==> src/hw/rtl/lcdws_pkg.sv <==
`timescale 1ns / 1ps
// ----------------------------------------------------------------------------
// LCD write sequencer package
// Shared constants, command and status types, and the init command table.
// ----------------------------------------------------------------------------
package lcdws_pkg;

    // Request kinds.
    localparam logic [1:0] REQ_INIT = 2'd0;
    localparam logic [1:0] REQ_CMD  = 2'd1;
    localparam logic [1:0] REQ_CHAR = 2'd2;
    localparam logic [1:0] REQ_NUM  = 2'd3;

    // Configuration register indexes.
    localparam int CFG_IDX_W = 8;
    localparam logic [CFG_IDX_W-1:0] CFG_POWER_ON_WAIT = 8'd0;
    localparam logic [CFG_IDX_W-1:0] CFG_ENABLE_PULSE  = 8'd1;
    localparam logic [CFG_IDX_W-1:0] CFG_SETTLE        = 8'd2;
    localparam logic [CFG_IDX_W-1:0] CFG_CLEAR_EXTRA   = 8'd3;

    // Register reset values.
    localparam logic [7:0] RST_POWER_ON_WAIT = 8'd20;
    localparam logic [7:0] RST_ENABLE_PULSE  = 8'd2;
    localparam logic [7:0] RST_SETTLE        = 8'd2;
    localparam logic [7:0] RST_CLEAR_EXTRA   = 8'd5;

    // Init command sequence.
    localparam logic [7:0] LCD_FUNCTION_SET = 8'h38;
    localparam logic [7:0] LCD_DISPLAY_ON   = 8'h0C;
    localparam logic [7:0] LCD_ENTRY_MODE   = 8'h06;
    localparam logic [7:0] LCD_CLEAR        = 8'h01;
    localparam int         INIT_STEPS       = 4;
    localparam int         INIT_IDX_W       = $clog2(INIT_STEPS);

    // Decimal conversion.
    localparam int         NUM_W       = 32;
    localparam int         BIT_CNT_W   = $clog2(NUM_W);
    localparam int         BCD_DIGITS  = 10;
    localparam int         BCD_W       = 4 * BCD_DIGITS;
    localparam int         MAX_DIGITS  = 10;
    localparam int         DIGIT_COUNT = (MAX_DIGITS < BCD_DIGITS) ? MAX_DIGITS : BCD_DIGITS;
    localparam int         DIDX_W      = $clog2(BCD_DIGITS);
    localparam logic [7:0] ASCII_ZERO  = 8'd48;

    typedef struct packed {
        logic load;
        logic conv_step;
        logic skip_step;
        logic emit_init;
        logic emit_byte;
        logic emit_digit;
    } t_dp_cmd;

    typedef struct packed {
        logic conv_last;
        logic lead_zero;
        logic didx_zero;
        logic init_last;
    } t_dp_stat;

    function automatic logic [7:0] f_init_byte(input logic [INIT_IDX_W-1:0] idx);
        logic [7:0] b;
        unique case (idx)
            2'd0:    b = LCD_FUNCTION_SET;
            2'd1:    b = LCD_DISPLAY_ON;
            2'd2:    b = LCD_ENTRY_MODE;
            default: b = LCD_CLEAR;
        endcase
        return b;
    endfunction

endpackage

==> src/hw/rtl/lcdws_ctrl.sv <==
`timescale 1ns / 1ps
// ----------------------------------------------------------------------------
// LCD write sequencer controller
// Request state machine that steps the datapath through each request.
// ----------------------------------------------------------------------------
module lcdws_ctrl (
    input  logic                i_clk,
    input  logic                i_rst_n,
    input  logic                start,
    input  logic [1:0]          i_req_type,
    input  lcdws_pkg::t_dp_stat i_stat,
    output lcdws_pkg::t_dp_cmd  o_cmd,
    output logic                busy
);
    import lcdws_pkg::*;

    typedef enum logic [2:0] {
        ST_IDLE,
        ST_INIT,
        ST_BYTE,
        ST_CONV,
        ST_SKIP,
        ST_DIGIT
    } t_state;

    t_state r_state, n_state;
    logic   r_busy, n_busy;

    always_comb begin
        n_state = r_state;
        o_cmd   = '0;
        unique case (r_state)
            ST_IDLE: begin
                if (start) begin
                    o_cmd.load = 1'b1;
                    unique case (i_req_type)
                        REQ_INIT:          n_state = ST_INIT;
                        REQ_CMD, REQ_CHAR: n_state = ST_BYTE;
                        default:           n_state = ST_CONV;
                    endcase
                end
            end
            ST_INIT: begin
                o_cmd.emit_init = 1'b1;
                if (i_stat.init_last) begin
                    n_state = ST_IDLE;
                end
            end
            ST_BYTE: begin
                o_cmd.emit_byte = 1'b1;
                n_state         = ST_IDLE;
            end
            ST_CONV: begin
                o_cmd.conv_step = 1'b1;
                if (i_stat.conv_last) begin
                    n_state = ST_SKIP;
                end
            end
            ST_SKIP: begin
                if (i_stat.lead_zero) begin
                    o_cmd.skip_step = 1'b1;
                end else begin
                    n_state = ST_DIGIT;
                end
            end
            ST_DIGIT: begin
                o_cmd.emit_digit = 1'b1;
                if (i_stat.didx_zero) begin
                    n_state = ST_IDLE;
                end
            end
            default: n_state = ST_IDLE;
        endcase
        n_busy = (n_state != ST_IDLE);
    end

    always_ff @(posedge i_clk) begin
        if (!i_rst_n) begin
            r_state <= ST_IDLE;
            r_busy  <= 1'b0;
        end else begin
            r_state <= n_state;
            r_busy  <= n_busy;
        end
    end

    assign busy = r_busy;

endmodule

==> src/hw/rtl/lcdws_dp.sv <==
`timescale 1ns / 1ps
// ----------------------------------------------------------------------------
// LCD write sequencer datapath
// Configuration registers, binary to BCD converter and strobe word register.
// ----------------------------------------------------------------------------
module lcdws_dp (
    input  logic                                 i_clk,
    input  logic                                 i_rst_n,
    input  lcdws_pkg::t_dp_cmd                   i_cmd,
    output lcdws_pkg::t_dp_stat                  o_stat,
    input  logic                                 i_cfg_valid,
    input  logic [lcdws_pkg::CFG_IDX_W-1:0]      i_cfg_index,
    input  logic [7:0]                           i_cfg_data,
    input  logic [1:0]                           i_req_type,
    input  logic [7:0]                           i_char_byte,
    input  logic [lcdws_pkg::NUM_W-1:0]          i_number_value,
    output logic                                 o_strobe,
    output logic                                 o_reg_select,
    output logic [7:0]                           o_bus_byte,
    output logic [7:0]                           o_wait_before_ms,
    output logic [7:0]                           o_enable_high_ms,
    output logic [8:0]                           o_wait_after_ms,
    output logic                                 o_last
);
    import lcdws_pkg::*;

    logic [7:0]            r_power_on_wait;
    logic [7:0]            r_enable_pulse;
    logic [7:0]            r_settle;
    logic [7:0]            r_clear_extra;

    logic                  r_rs_char;
    logic [7:0]            r_char;
    logic [NUM_W-1:0]      r_bin;
    logic [BCD_W-1:0]      r_bcd;
    logic [BCD_W-1:0]      n_bcd_adj;
    logic [BIT_CNT_W-1:0]  r_bit_cnt;
    logic [DIDX_W-1:0]     r_didx;
    logic [INIT_IDX_W-1:0] r_init_idx;
    logic [3:0]            cur_digit;

    logic                  r_strobe;
    logic                  r_rs;
    logic [7:0]            r_byte;
    logic [7:0]            r_before;
    logic [7:0]            r_enable;
    logic [8:0]            r_after;
    logic                  r_last;

    always_ff @(posedge i_clk) begin
        if (!i_rst_n) begin
            r_power_on_wait <= RST_POWER_ON_WAIT;
            r_enable_pulse  <= RST_ENABLE_PULSE;
            r_settle        <= RST_SETTLE;
            r_clear_extra   <= RST_CLEAR_EXTRA;
        end else if (i_cfg_valid) begin
            unique case (i_cfg_index)
                CFG_POWER_ON_WAIT: r_power_on_wait <= i_cfg_data;
                CFG_ENABLE_PULSE:  r_enable_pulse  <= i_cfg_data;
                CFG_SETTLE:        r_settle        <= i_cfg_data;
                CFG_CLEAR_EXTRA:   r_clear_extra   <= i_cfg_data;
                default: ;
            endcase
        end
    end

    // Add-3 correction on every BCD digit before the shift.
    always_comb begin
        n_bcd_adj = r_bcd;
        for (int i = 0; i < BCD_DIGITS; i++) begin
            if (r_bcd[4*i +: 4] >= 4'd5) begin
                n_bcd_adj[4*i +: 4] = r_bcd[4*i +: 4] + 4'd3;
            end
        end
    end

    assign cur_digit = r_bcd[{r_didx, 2'b00} +: 4];

    always_ff @(posedge i_clk) begin
        if (i_cmd.load) begin
            r_rs_char  <= (i_req_type == REQ_CHAR);
            r_char     <= i_char_byte;
            r_bin      <= i_number_value;
            r_bcd      <= '0;
            r_bit_cnt  <= '0;
            r_didx     <= DIDX_W'(DIGIT_COUNT - 1);
            r_init_idx <= '0;
        end else begin
            if (i_cmd.conv_step) begin
                r_bcd     <= {n_bcd_adj[BCD_W-2:0], r_bin[NUM_W-1]};
                r_bin     <= {r_bin[NUM_W-2:0], 1'b0};
                r_bit_cnt <= r_bit_cnt + 1'b1;
            end
            if (i_cmd.skip_step || i_cmd.emit_digit) begin
                r_didx <= r_didx - 1'b1;
            end
            if (i_cmd.emit_init) begin
                r_init_idx <= r_init_idx + 1'b1;
            end
        end
    end

    // A zero is only a leading zero when no digit above the emitted window is
    // set, so a value cut down to the low digits keeps its inner zeros.
    always_comb begin
        o_stat.conv_last = (r_bit_cnt == BIT_CNT_W'(NUM_W - 1));
        o_stat.didx_zero = (r_didx == '0);
        o_stat.lead_zero = (cur_digit == 4'd0) && (r_didx != '0)
                           && ((r_bcd >> (4 * DIGIT_COUNT)) == '0);
        o_stat.init_last = (r_init_idx == INIT_IDX_W'(INIT_STEPS - 1));
    end

    always_ff @(posedge i_clk) begin
        if (!i_rst_n) begin
            r_strobe <= 1'b0;
        end else begin
            r_strobe <= i_cmd.emit_init | i_cmd.emit_byte | i_cmd.emit_digit;
        end
    end

    always_ff @(posedge i_clk) begin
        r_enable <= r_enable_pulse;
        r_before <= 8'd0;
        r_after  <= {1'b0, r_settle};
        if (i_cmd.emit_init) begin
            r_rs   <= 1'b0;
            r_byte <= f_init_byte(r_init_idx);
            r_last <= o_stat.init_last;
            if (r_init_idx == '0) begin
                r_before <= r_power_on_wait;
            end
            if (o_stat.init_last) begin
                r_after <= {1'b0, r_settle} + {1'b0, r_clear_extra};
            end
        end else if (i_cmd.emit_byte) begin
            r_rs   <= r_rs_char;
            r_byte <= r_char;
            r_last <= 1'b1;
        end else begin
            r_rs   <= 1'b1;
            r_byte <= ASCII_ZERO + {4'd0, cur_digit};
            r_last <= o_stat.didx_zero;
        end
    end

    assign o_strobe         = r_strobe;
    assign o_reg_select     = r_rs;
    assign o_bus_byte       = r_byte;
    assign o_wait_before_ms = r_before;
    assign o_enable_high_ms = r_enable;
    assign o_wait_after_ms  = r_after;
    assign o_last           = r_last;

endmodule

==> src/hw/rtl/char_lcd_write_sequencer_top.sv <==
`timescale 1ns / 1ps
// ----------------------------------------------------------------------------
// Character LCD write sequencer
// Turns init, command, character and decimal number requests into strobe
// words for a downstream pin stage driving an 8-bit character LCD.
// ----------------------------------------------------------------------------
// A request is taken on a clock edge where start is high and busy is low. Each
// strobe word appears for exactly one cycle with o_strobe high and must be
// captured then, as the block cannot be stalled; o_last marks the final word of
// a request. An init request gives four words; a command or character request
// gives one word. A number request first runs the bit-serial binary to BCD
// converter, which handles one bit of the value per cycle over all 32 bits,
// then steps through the ten digit positions from the top, each either a
// skipped leading zero or an emitted digit; the skip ends when the first
// nonzero digit or the last digit is reached. Busy falls as the last word is
// issued, so the next request may be accepted while that word is still being
// presented. The configuration write channel is always ready; writes should be
// made only while the block is idle, and writes to an unknown index are
// ignored.
// ----------------------------------------------------------------------------
module char_lcd_write_sequencer_top (
    input  logic                            i_clk,
    input  logic                            i_rst_n,
    input  logic                            start,
    output logic                            busy,
    input  logic [1:0]                      i_req_type,
    input  logic [7:0]                      i_char_byte,
    input  logic [lcdws_pkg::NUM_W-1:0]     i_number_value,
    input  logic                            i_cfg_valid,
    output logic                            o_cfg_ready,
    input  logic [lcdws_pkg::CFG_IDX_W-1:0] i_cfg_index,
    input  logic [7:0]                      i_cfg_data,
    output logic                            o_strobe,
    output logic                            o_reg_select,
    output logic [7:0]                      o_bus_byte,
    output logic [7:0]                      o_wait_before_ms,
    output logic [7:0]                      o_enable_high_ms,
    output logic [8:0]                      o_wait_after_ms,
    output logic                            o_last
);
    import lcdws_pkg::*;

    t_dp_cmd  dp_cmd;
    t_dp_stat dp_stat;

    // Registers may be written in any cycle.
    assign o_cfg_ready = 1'b1;

    // The controller sequences each request; the datapath holds the
    // configuration, the conversion registers and the output word.
    lcdws_ctrl u_ctrl (
        .i_clk      (i_clk),
        .i_rst_n    (i_rst_n),
        .start      (start),
        .i_req_type (i_req_type),
        .i_stat     (dp_stat),
        .o_cmd      (dp_cmd),
        .busy       (busy)
    );

    lcdws_dp u_dp (
        .i_clk            (i_clk),
        .i_rst_n          (i_rst_n),
        .i_cmd            (dp_cmd),
        .o_stat           (dp_stat),
        .i_cfg_valid      (i_cfg_valid),
        .i_cfg_index      (i_cfg_index),
        .i_cfg_data       (i_cfg_data),
        .i_req_type       (i_req_type),
        .i_char_byte      (i_char_byte),
        .i_number_value   (i_number_value),
        .o_strobe         (o_strobe),
        .o_reg_select     (o_reg_select),
        .o_bus_byte       (o_bus_byte),
        .o_wait_before_ms (o_wait_before_ms),
        .o_enable_high_ms (o_enable_high_ms),
        .o_wait_after_ms  (o_wait_after_ms),
        .o_last           (o_last)
    );

`ifndef SYNTH
    // The final word of a request is never followed directly by another.
    a_last_gap: assert property (@(posedge i_clk) disable iff (!i_rst_n)
        o_strobe && o_last |=> !o_strobe)
        else $error("strobe word directly after a final word");

    // An accepted request makes the block busy.
    a_busy_after_start: assert property (@(posedge i_clk) disable iff (!i_rst_n)
        start && !busy |=> busy)
        else $error("busy not raised after an accepted request");

    // Words are only issued while a request is in progress.
    a_strobe_in_request: assert property (@(posedge i_clk) disable iff (!i_rst_n)
        o_strobe |-> $past(busy))
        else $error("strobe word without a request in progress");

    // Only the function set command of an init carries a power-on wait.
    a_power_on_word: assert property (@(posedge i_clk) disable iff (!i_rst_n)
        o_strobe && (o_wait_before_ms != 8'd0) |->
            (o_bus_byte == LCD_FUNCTION_SET) && !o_reg_select)
        else $error("power-on wait on a word other than function set");
`endif

endmodule
==> config.mk <==
export PLATFORM = sky130hd
export DESIGN_NAME = char_lcd_write_sequencer_top
export DESIGN_NICKNAME = d
export VERILOG_FILES = /design/src/hw/rtl/lcdws_pkg.sv /design/src/hw/rtl/lcdws_ctrl.sv /design/src/hw/rtl/lcdws_dp.sv /design/src/hw/rtl/char_lcd_write_sequencer_top.sv
export SDC_FILE = /design/constraint.sdc
export NUM_CORES = 1
export LEC_CHECK = 0
export BUFFER_PORTS_ARGS = -buffer_cell sky130_fd_sc_hd__clkbuf_2
export CORE_MARGIN = 3
export CORE_UTILIZATION = 64
export CTS_BUF_LIST = sky130_fd_sc_hd__clkbuf_8
export DETAILED_ROUTE_END_ITERATION = 10
export PLACE_DENSITY_LB_ADDON = 0.05
export SLEW_MARGIN = 0
export SYNTH_ARGS = -nofsm -noshare
export SYNTH_HDL_FRONTEND = slang
export SYNTH_SLANG_ARGS = --single-unit
==> constraint.sdc <==
create_clock -name i_clk -period 3.2 [get_ports i_clk]
set_input_delay 0.16 -clock i_clk [delete_from_list [all_inputs] [get_ports i_clk]]
set_output_delay 0.16 -clock i_clk [all_outputs]
set_load 0.03 [all_outputs]
# == Word-level counts from Yosys, hierarchy flattened ==
# Index checks and enable logic that the tools add are counted.
# word_totals
register_bits,164
latch_bits,0
mem_bits_rw,0
rom_bits,0
inputBits,62
out_inout_bits,38
wordCells,116
mem_count,0
# classes
add_sub_neg,15
multipliers,0
n_div,0
magnitude_cmp,10
n_eq_ne,14
n_shift,1
n_mux,35
n_bitwise,2
n_reduce_logical,18
# ops
cell,count
2-to-1 mux 32 bit,2
"greater-or-equal comparator 4 x 3 -> 1 bit, second input constant",10
variable part select 40 x 7 -> 4 bit,1
"adder 4 x 2 -> 4 bit, second input constant",9
2-to-1 mux 4 bit,9
2-to-1 mux 8 bit,4
2-to-1 mux 3 bit,6
one-hot mux 6 bit (3 select lines),1
"== test 8 x 2 -> 1 bit, second input constant",2
one-hot mux 3 bit (5 select lines),1
AND reduction 2 bit,6
2-to-1 mux 1 bit,11
adder 8 x 8 -> 9 bit,1
"== test 8 x 1 -> 1 bit, second input constant",1
zero test 4 bit,2
zero test 8 bit,1
"adder 6 x 4 -> 7 bit, first input constant",1
"== test 2 bit, second input constant",3
"== test 3 x 2 -> 1 bit, second input constant",2
"== test 3 bit, second input constant",2
"adder 5 x 1 -> 5 bit, second input constant",1
"== test 5 bit, second input constant",1
"== test 2 x 1 -> 1 bit, second input constant",2
zero test 2 bit,2
13 further kinds,14

# == Logic depth before layout (Yosys ltp) ==
# Gate-level depths: netlist of the first run.
# logic_depth
ltp_word,6
mapped_depth,10
ltp_nobuf,9

# == Hierarchy ==
# A second synthesis of the first run with hierarchy kept.
# unflattened
hier_cells,716
hier_area_um2,7623.6
# modules_own_cells
mod,instances,cells_per_inst,area_each_um2,seq_area_each_um2
lcdws_dp,1,676,7308.3,3613.5
lcdws_ctrl,1,38,304.0,80.1
char_lcd_write_sequencer_top,1,2,11.3,0.0

# == Worst setup path after synthesis of the first run ==
# No wires, ideal clock.
# synth_timing
path_kind,flip-flop to flip-flop
startpoint,reg u_dp.r_didx[1]
endpoint,reg u_dp.r_didx[2]
setup_time_ns,0.131
arrival_time_ns,1.910
required_time_ns,3.069
path_slack_ns,1.159
stages_incl_launch_ff,11
n_path_buf,2
synth_period_minus_slack_ns,2.041
cell_sequence,dfxtp_1 buf_4 buf_6 inv_1 ha_1 or2_2 o221ai_2 nand3_2 o41ai_4 nand3_2 mux2i_1
# synth_between
elab_chain_len,6
word_cells_on_any_way,8
classes_between,add/sub (1); shift (1); mux (2); reduce/logical (4)
# synth_lines
element,line_no,rtl
from (decl),lcdws_dp.sv:38,logic [DIDX_W-1:0] r_didx;
from (signal assigned),lcdws_dp.sv:86,r_didx <= DIDX_W'(DIGIT_COUNT - 1);
from (signal assigned),lcdws_dp.sv:95,r_didx <= r_didx - 1'b1;
variable part select 40 x 7 -> 4 bit,lcdws_dp.sv:77,"assign cur_digit = r_bcd[{r_didx, 2'b00} +: 4];"
zero test 4 bit,lcdws_dp.sv:108,o_stat.lead_zero = (cur_digit == 4'd0) && (r_didx != '0)
logical AND 1 bit,lcdws_dp.sv:108,
2-to-1 mux 1 bit,lcdws_ctrl.sv:60,if (i_stat.lead_zero) begin
2-to-1 mux 1 bit,lcdws_ctrl.sv:32,unique case (r_state)
logical OR 1 bit,lcdws_dp.sv:94,if (i_cmd.skip_step || i_cmd.emit_digit) begin
# Several ways; a longest one is shown, not always the timed one.
# A chain may end at the register's enable or synchronous reset.

# == Worst setup path in the final report of the first run ==
# layout_timing
startpoint,reg u_dp.r_didx[1]
endpoint,reg u_dp.r_didx[0]
# layout_between
elab_chain_len,6
word_cells_on_any_way,7
classes_between,shift (1); mux (2); reduce/logical (4)
# layout_lines
element,line_no
variable part select 40 x 7 -> 4 bit,lcdws_dp.sv:77
zero test 4 bit,lcdws_dp.sv:108
logical AND 1 bit *,lcdws_dp.sv:108
2-to-1 mux 1 bit *,lcdws_ctrl.sv:60
2-to-1 mux 1 bit *,lcdws_ctrl.sv:32
logical OR 1 bit *,lcdws_dp.sv:94
# Mark *: on every way between the ends. The rest lies on a longest branch, timed or not.

==> results of run 1 <==
cell type report:
type / instances / area share [%]
inverter: 40 / 1.70
sequential: 164 / 41.5
tap: 140 / 1.97
multi-input combinational: 548 / 39.0
timing repair buffer: 148 / 11.0
clock buffer: 18 / 2.78
clock inverter: 14 / 2.07
synth_stat cells (2+ instances only):
cell type    n
and3_1      10
nand3_2      2
buf_1        2
o21ai_0     11
a21o_1       2
mux4_2       4
and2_1       3
o31ai_1      6
mux2i_1     47
dfxtp_1    123
nor2_1      38
edfxtp_1    41
buf_4        2
o22a_1       2
o211ai_1     4
nor3b_1      6
nand2b_1    14
nand2_1    155
o21ai_1     28
nor2b_1     29
o32ai_1      9
xnor2_1     12
nand3b_1     2
inv_2        4
inv_1       35
o21a_1       4
a211o_1      2
a211oi_1     2
xor2_1       8
a21oi_1     56
ha_1        37
nand3_1     17
clkbuf_1    30
nor3_1       5
buf_6        3
or2_2        2
o22ai_1     12
tightest hold or removal path: cells and delay by family:
family	cells	cell delay, ns
multiplexers	1	0.09
AND/OR/NAND/NOR	1	0.06
buffers and inverters	1	0.15
cells in the final DEF, fill, tap and decap left out, types with 3 or more instances in the layout:
cell,synthesis,routed
o32ai_1,9,9
nor3b_1,6,6
buf_4,2,7
bufinv_16,0,4
nor3_1,5,5
ha_1,37,37
nand2_1,155,155
dlygate4sd3_1,0,42
a21oi_1,56,56
mux4_2,4,4
inv_2,4,4
inv_1,35,38
o31ai_1,6,6
and2_1,3,3
o21ai_0,11,11
nand2b_1,14,14
nor2_1,38,38
o21ai_1,28,28
o22ai_1,12,12
o211ai_1,4,4
clkbuf_8,0,18
and3_1,10,10
clkbuf_2,0,98
edfxtp_1,41,41
o21a_1,4,4
dfxtp_1,123,123
mux2i_1,47,47
nand3_1,17,17
xor2_1,8,8
nor2b_1,29,29
xnor2_1,12,12
power by group through the flow:
stage	Sequential [W]	Combinational, W	Clock [W]
global placement	0.00234	0.000422	0
floorplan	0.00238	0.000240	0
finish	0.00230	0.000487	0.00163
CTS	0.00229	0.000477	0.00165
global route	0.00231	0.000534	0.00173
detailed placement	0.00234	0.000433	0
kinds of logic after synthesis:
family / Yosys count / synth area share [%]
other: 1 / 0.0501
AND/OR/NAND/NOR: 290 / 17.8
flip-flops: 164 / 49.3
XOR/XNOR: 20 / 2.34
buffers and inverters: 78 / 4.34
adder cells (fa/ha/maj): 38 / 6.45
multiplexers: 53 / 7.78
AO/OA/AOI/OAI: 146 / 11.9
sequential cells by signal (all words and copies together), names as in the netlist, 4 cells and up:
name	flops
u_dp.r_didx	4
u_dp.r_bit_cnt	5
u_dp.o_wait_before_ms	8
u_dp.r_bcd	40
u_dp.r_clear_extra	8
u_dp.o_enable_high_ms	8
u_dp.r_settle	8
u_dp.r_enable_pulse	8
u_dp.r_bin	32
u_dp.o_wait_after_ms	9
u_dp.o_bus_byte	8
u_dp.r_power_on_wait	8
u_dp.r_char	8
how the worst max path moves through the flow:
stage / end / slack, ns / cells past startpoint
CTS: u_dp.r_didx[0] / 0.70 / 8
global placement: u_dp.r_didx[0] / 0.81 / 8
detailed placement: u_dp.r_didx[0] / 0.72 / 8
global route: u_dp.r_didx[0] / 0.48 / 8
floorplan: u_dp.r_didx[2] / 1.16 / 10
finish: u_dp.r_didx[0] / 0.71 / 8
per-stage QoR:
step	instance area (um^2)	hold slack, ns	util, %
CTS	8910	0.00130	80.0
finish	8910	0.0238	80.0
global route	8910	0.0171	80.0
detailed placement	8050	0.336	72.4
floorplan	7490	0.259	-
global placement	8050	0.334	72.4
per-layer routing:
metal	vias to the layer above	track usage (%)	wire, um
met1	2896	32.8	7200
met5	-	0	0
li1	2967	-	-
met2	207	48.4	8840
met3	32	6.71	901
met4	0	9.34	315
what timing repair did:
item                                   CTS  global route
hold buffers                            42             0
setup endpoints to repair                0             0
endpoints found under the hold margin   44             0
==> metrics.txt, run 1 <==
FF-to-FF path depth 8; HP Start i_cfg_data[0]; vias in the first global route around 6000; status finished clean; Reg clk slew, reported paths roughly 0.080 ns; final setup fails 0; die area 0.0130 mm^2; CP Launch Point u_dp.r_didx[1]; leakage 3.89 nW; total CTS buffers 17; Routed Antenna Nets 0; PortBufs 98; Layout Cells excl Fill around 1100; reg-to-reg endpoint u_dp.r_didx[0]; Net Sw Power 0.00112 W; HPWL after DPL ~11000 um; Max Fclk 401 MHz; grt ovf 0; Clk Tree Root Cell clkbuf_8; final wirelength 17300 um; Reg area 0.00369 mm^2; RSZ-0062 raised after global routing no; Cell Int Power about 0.0033 W; final hold violation count 0; pre-CTS setup slack 0.717 ns; critical path class reg -> reg; EDFF count, synth 41; detailed router's first-iteration violation count about 530; Hold Crit Class in -> reg; Max VDD drop 0.546 mV; PD cells 496 mW/mm^2; Gate power share 11.0%; Syn Area/Cell 9.48 um^2; CP max-delay cell dfxtp_1; synth unique cells 58; Tot Pwr 0.00442 W; headroom to the max-slew limit 31.8%; Least-Margin Pin Slew ~1.0 ns; Critical Path RT 3.52 ns; clock share of power 37.0%; largest net degree at the start of global routing 45; DRC 0; FF-to-FF Start u_dp.r_didx[1]; Multi-input gate area approximately 0.0035 mm^2; H-tree depth 4; Post-synth ARST share 0%; crit-path leading delay family flip-flops; Synth Flop Type dfxtp_1; area leader, netlist dfxtp_1; # resized after CTS 0; GPL Wtd Cong approximately 0.84; TNS Setup 0 ns; Synth top area share 32.9%; drt pass-1 iters 5; Final min period ~2.5 ns; critical-path maximum fanout 16; worst reg2reg setup slack between 0.7 and 0.8 ns; Initial Util about two thirds; register area share after synthesis 49.3%; total number of vias between 6000 and 7000; first-pass GRT wire length 28400 um; area grow syn2layout 18.9%; Sequential Power Share 52.0%; CP endpoint kind register; CTS max path bufs 2; switching share of power around a quarter; Final period util 77.9%; nets 1019; Die H about 110 um; CP Buf/Inv Count 1; antenna cells 0; pins over their slew limit 0; GRT Total Usage 27.4%; Worst Hold Depth 3; Max stage delay on crit path 0.78 ns; max_cap viols 0; Ports 100; row cnt 38; Post-Syn Instances 790; dominant cells by area after synthesis dfxtp_1, edfxtp_1, nand2_1; Critical Path AT 2.81 ns; core outline area 0.0111 mm^2; Post-Place Cells 998; Post-Syn Area roughly 0.0075 mm^2; PnR worst setup slack between 0.7 and 0.8 ns; average wire per standard cell 16.1 um; chip width 114 um; Post-CTS Repair Setup Buffers 0; final clock skew roughly 0.0092 ns; WHS Endpoint u_dp.r_clear_extra[0]; initial antenna violation count 0; CP startpoint kind register; DR vias/cell ~5.7; clk sinks 164; fillers 700; layout cells sized above 1 16.5%; FF+latch count, synth approximately 160; synth warn 0; clk_lat worst skew 0.47 ns; CP cell instances inv_1 > ha_1 > or2_2 > o221ai_2 > nand3_2 > o41ai_4 > nand2_2 > mux2i_1; syn nets 890; TritonCTS clock tree yes
Note: power is estimated with default switching activity, not from simulation.
==> run 2: changes to the inputs <==
--- a/config.mk
+++ b/config.mk
@@ -7,7 +7,7 @@
 export LEC_CHECK = 0
 export BUFFER_PORTS_ARGS = -buffer_cell sky130_fd_sc_hd__clkbuf_2
 export CORE_MARGIN = 3
-export CORE_UTILIZATION = 64
+export CORE_UTILIZATION = 54
 export CTS_BUF_LIST = sky130_fd_sc_hd__clkbuf_8
 export DETAILED_ROUTE_END_ITERATION = 10
 export PLACE_DENSITY_LB_ADDON = 0.05
==> constraint.sdc (replaced) <==
create_clock -name i_clk -period 2.2 [get_ports i_clk]
set_input_delay 0.11 -clock i_clk [delete_from_list [all_inputs] [get_ports i_clk]]
set_output_delay 0.11 -clock i_clk [all_outputs]
set_load 0.03 [all_outputs]
==> run 2 against run 1 <==
Against the previous run:
- flip-flop and latch count stayed put
- utilization down 12 points
- first-iteration DRC count fell by 18%
- cell count grew 5.1%
- total power grew 41%
- critical path type unchanged
- largest cell class unchanged
- worst hold slack better by 0.056 ns
- register-to-register slack lost 0.68 ns
- critical path depth decreased by 1
==> metrics.txt, run 2 (synthesis results as in run 1) <==
PortBufs 98; max_cap viols 0; HPWL after DPL 11300 um; Reg clk slew, reported paths about 0.090 ns; most common cell after layout, fill and taps aside nand2_1; clk_lat worst skew 0.46 ns; GPL Wtd Cong 0.833; fillers ~1000; chip width 124 um; final setup fails 0; clk sinks 164; Reg area 0.00370 mm^2; status finished clean; Least-Margin Pin Slew 0.906 ns; Final period util 98.7%; Clk Tree Root Cell clkbuf_8; hold slack ~0.08 ns; Final min period 2.17 ns; final hold violation count 0; RSZ-0062 raised after global routing yes; max FFs per register 40; Ports 100; headroom to the max-slew limit about 40%; average wire per standard cell 14.8 um; GRT Total Usage 22.5%; final clock skew 0.0131 ns; pins over their slew limit 0; antenna cells 0; CP endpoint kind register; CTS max path bufs 2; area grow syn2layout 21.5%; layout cells sized above 1 approximately 18%; core outline area 0.0134 mm^2; drt pass-1 iters 5; PD cells between 600 and 700 mW/mm^2; Critical Path AT 2.50 ns; total CTS buffers 17; Max Fclk 461 MHz; TritonCTS clock tree yes; vias in the first global route 5871; largest net degree at the start of global routing 70; DR vias/cell between 5 and 6; Layout Cells excl Fill 1127; nets roughly 1000; Hold Crit Class in -> reg; Initial Util 55.9%; final wirelength about 17000 um; final instance area 0.00910 mm^2; Critical Path RT 2.53 ns; detailed router's first-iteration violation count 437; Max VDD drop 0.391 mV; critical-path maximum fanout 7; Post-Place Cells 1044; Multi-input gate area 0.00348 mm^2; dpl cell area between 0.008 and 0.009 mm^2; critical path class reg -> reg; grt ovf 0; row cnt 42; CP startpoint kind register; most frequent cells in the layout nand2_1, dfxtp_1, clkbuf_2; die area 0.0153 mm^2; Routed Antenna Nets 0; H-tree depth 4; first-pass GRT wire length between 20000 and 30000 um; Biggest register u_dp.r_bcd; total number of vias ~6000; initial antenna violation count 0; Die H 124 um; leakage 3.95 nW; DRC 0
run 2: layout make-up:
| type | count | share of cell area [%] |
|---|---|---|
| sequential | 164 | 40.6 |
| inverter | 40 | 1.66 |
| timing repair buffer | 167 | 12.6 |
| clock buffer | 17 | 2.57 |
| multi-input combinational | 548 | 38.3 |
| clock inverter | 15 | 1.83 |
| tap | 176 | 2.42 |
run 2: repair_timing:
item	in CTS	in global routing
pin swaps	0	5
hold buffers	49	0
buffers inserted	0	2
resized for setup	1	4
hold endpoints to repair	69	0
setup endpoints to repair	3	4
run 2: critical path, stage by stage (launching register included):
cell and delay (ns):
dfxtp_4 0.41, mux4_2 0.55, o221ai_2 0.23, nand3_2 0.12, o41ai_4 0.35, buf_6 0.18
nand3_2 0.06, mux2i_1 0.14
run 2: metrics by stage:
step / TNS [ns] / worst slack (ns) / utilization, % / power, W
after floorplan: 0 / 0.159 / - / 0.00381
after global placement: 0 / 0.0816 / 61.0 / 0.00402
after detailed placement: 0 / 0.0127 / 61.0 / 0.00404
after CTS: 0 / 0.0811 / 67.7 / 0.00632
after global routing: -0.0588 / -0.0263 / 67.9 / 0.00653
final: 0 / 0.0287 / 67.9 / 0.00625
run 2: per-layer routing:
| metal | routed length [um] | GRT usage [%] |
|---|---|---|
| met2 | 8300 | 38.7 |
| met3 | 699 | 4.00 |
| met4 | 284 | 8.44 |
| met1 | 7370 | 28.2 |
| met5 | 0 | 0 |
run 2: worst paths after layout:
| path | slack [ns] | start | cells after the start | end |
|---|---|---|---|---|
| worst min-delay path | 0.08 | i_req_type[0] | 3 | u_dp.r_rs_char |
| worst max-delay path | 0.03 | u_dp.r_didx[0] | 7 | u_dp.r_didx[2] |
| worst min register to register | 0.36 | u_dp.r_enable_pulse[2] | 0 | u_dp.o_enable_high_ms[2] |
| worst max register to register | 0.03 | u_dp.r_didx[0] | 7 | u_dp.r_didx[2] |
run 2: power breakdown:
group	internal, W	switching [W]
clock network	0.00104	0.00117
logic	0.000265	0.000444
registers	0.00328	0.0000533
total	0.00458	0.00167
==> run 3: changes to the inputs <==
--- a/config.mk
+++ b/config.mk
@@ -5,6 +5,7 @@
 export SDC_FILE = /design/constraint.sdc
 export NUM_CORES = 1
 export LEC_CHECK = 0
+export ABC_AREA = 1
 export BUFFER_PORTS_ARGS = -buffer_cell sky130_fd_sc_hd__clkbuf_2
 export CORE_MARGIN = 3
 export CORE_UTILIZATION = 54
==> run 3 against run 2 <==
Against the previous run:
- non-clock buffer count decreased by 12
- sequential share of layout area decreased by 0.12 points
- flip-flop and latch count unchanged
- die area increased by 0.73%
- clock power increased by 4%
- first-iteration DRC count decreased by 4.1%
- final area increased by 0.21%
- critical path depth increased by 3
- synthesized cell count increased by 21%
- critical path type unchanged
==> metrics.txt, run 3 <==
status finished clean; max FFs per register 40; leakage between 4 and 5 nW; critical-path maximum fanout 13; DRC 0; antenna cells 0; synth warn 0; CTS max path bufs 2; CP cell instances inv_1 > ha_1 > nand2_1 > inv_1 > nor2_2 > nand3_2 > nand2_2 > nand2_2 > nor2_1 > nor2_1; CP max-delay cell dfxtp_1; pins over their slew limit 0; Clk Tree Root Cell clkbuf_8; top cells by count, synth nand2_1, dfxtp_1, inv_1; DR vias/cell 5.03; PD cells 745 mW/mm^2; TritonCTS clock tree yes; H-tree depth 4; final wirelength 16400 um; total number of vias 6471; nets 1197; Hold Crit Class in -> reg; Ports 100; area grow syn2layout 20.8%; Post-synth ARST share 0%; FF+latch count, synth 164; Post-Syn Area 0.00755 mm^2; Synth top area share 32.6%; CP endpoint kind register; RSZ-0062 raised after global routing no; layout cells sized above 1 14.6%; Post-Place Cells between 1000 and 1500; Reg clk slew, reported paths 0.09 ns; synth unique cells 42; Final period util between 80% and 90%; clk_lat worst skew around 0.46 ns; final hold violation count 0; Critical Path AT 2.30 ns; clk sinks 164; max_cap viols 0; grt ovf 0; CP startpoint kind register; GPL Wtd Cong 0.871; final clock skew 0.0129 ns; register area share after synthesis 48.9%; most common cell after layout, fill and taps aside nand2_1; Post-CTS Repair Setup Buffers 0; dominant cells by area after synthesis dfxtp_1, edfxtp_1, nand2_1; largest net degree at the start of global routing 56; syn nets 1052; TNS Setup 0 ns; chip width around 120 um; Least-Margin Pin Slew ~0.54 ns; Max stage delay on crit path 0.55 ns; Synth Flop Type dfxtp_1; die area 0.0154 mm^2; PnR worst setup slack between 0.2 and 0.3 ns; vias in the first global route about 6000; Final min period around 1.9 ns; EDFF count, synth 41; GRT Total Usage 21.3%; Critical Path RT about 2.6 ns; initial antenna violation count 0; Max Fclk 516 MHz; final setup fails 0; drt pass-1 iters 5; Post-Syn Instances 952; top-count cell post-synth nand2_1; core outline area 0.0135 mm^2; # resized after CTS 0; Max VDD drop 0.423 mV; first-pass GRT wire length 27700 um; total CTS buffers 17; row cnt 42; end-of-flow core utilization 67.8%; Initial Util between 50% and 60%; detailed router's first-iteration violation count 419; most frequent cells in the layout nand2_1, dfxtp_1, inv_1; Routed Antenna Nets 0; headroom to the max-slew limit 64.2%; average wire per standard cell 12.7 um; Die H about 120 um; pre-CTS setup slack 0.278 ns; critical path class reg -> reg; PortBufs 98; HPWL after DPL 11000 um; Layout Cells excl Fill roughly 1300; area leader, netlist dfxtp_1; Biggest register u_dp.r_bcd; Syn Area/Cell just under 8 um^2
## run 3: cell count changes in the layout (fill, tap and decap cells not counted), sizes merged, moves of 10 or more
cell,change
and3,-10
buf,-12
inv,+82
mux2i,-47
nand2,+95
nand2b,-14
nand3,+27
nor2,+70
nor2b,-29
o21ai,+41
o22ai,-12
o311ai,+10
xnor2,-11
## run 3: metal layers
layer  global-route usage (%)  up-vias  share of wire (%)
li1                         -     3376                  -
met4                     5.74        0                1.2
met3                     4.68       17                4.3
met2                     34.6      154                 47
met1                     29.0     2924                 48
met5                        0        -                  0
## run 3: per-stage QoR
stage                     hold slack, ns  total power [W]  area (um^2)
after global routing              0.0771          0.00711         9120
final                             0.0749          0.00680         9120
after detailed placement           0.289          0.00450         8210
after CTS                         0.0583          0.00684         9120
after floorplan                    0.209          0.00417         7550
after global placement             0.288          0.00449         8210
## run 3: worst paths after layout
check,cells past startpoint,start,slack (ns),end
worst min register to register,0,u_dp.r_enable_pulse[1],0.35,u_dp.o_enable_high_ms[1]
worst max-delay path,10,u_dp.r_didx[1],0.26,u_dp.r_didx[1]
worst max register to register,10,u_dp.r_didx[1],0.26,u_dp.r_didx[1]
worst min-delay path,3,i_req_type[0],0.07,u_dp.r_rs_char
## run 3: kinds of logic (layout without fill, tap and decap cells)
logic type / after synthesis / count (layout) / synth area share, %
compound gates: 174 / 174 / 12.9
xor+xnor: 7 / 7 / 0.812
other cells: 1 / 1 / 0.0497
fa+ha+maj: 38 / 38 / 6.40
flops: 164 / 164 / 48.9
buf+inv: 153 / 311 / 8.42
simple gates: 415 / 415 / 22.5
## run 3: power breakdown
part	total, W	internal (W)	switching, W
clock	0.00230	0.00114	0.00116
sequential	0.00346	0.00337	0.0000904
combinational	0.00104	0.000362	0.000674
## run 3: repair_timing
action,CTS,global route
hold buffers,49,0
setup endpoints to repair,0,0
endpoints found under the hold margin,63,0
## run 3: worst max-delay path, delay by kind of cell (launching register included)
kind	cells	cell delay [ns]
DFF	1	0.55
and+or+nand+nor	7	0.64
buffers and inverters	2	0.37
adders and majority gates	1	0.28
## run 3: layout make-up
type	count	area [um^2]
fillers	1140	4340
flip-flops and latches	164	3690
multi-input cells	635	3230
repair buffers	155	1090
inverters	124	470
clock buffers	17	234
well taps	176	220
clock inverters	15	179
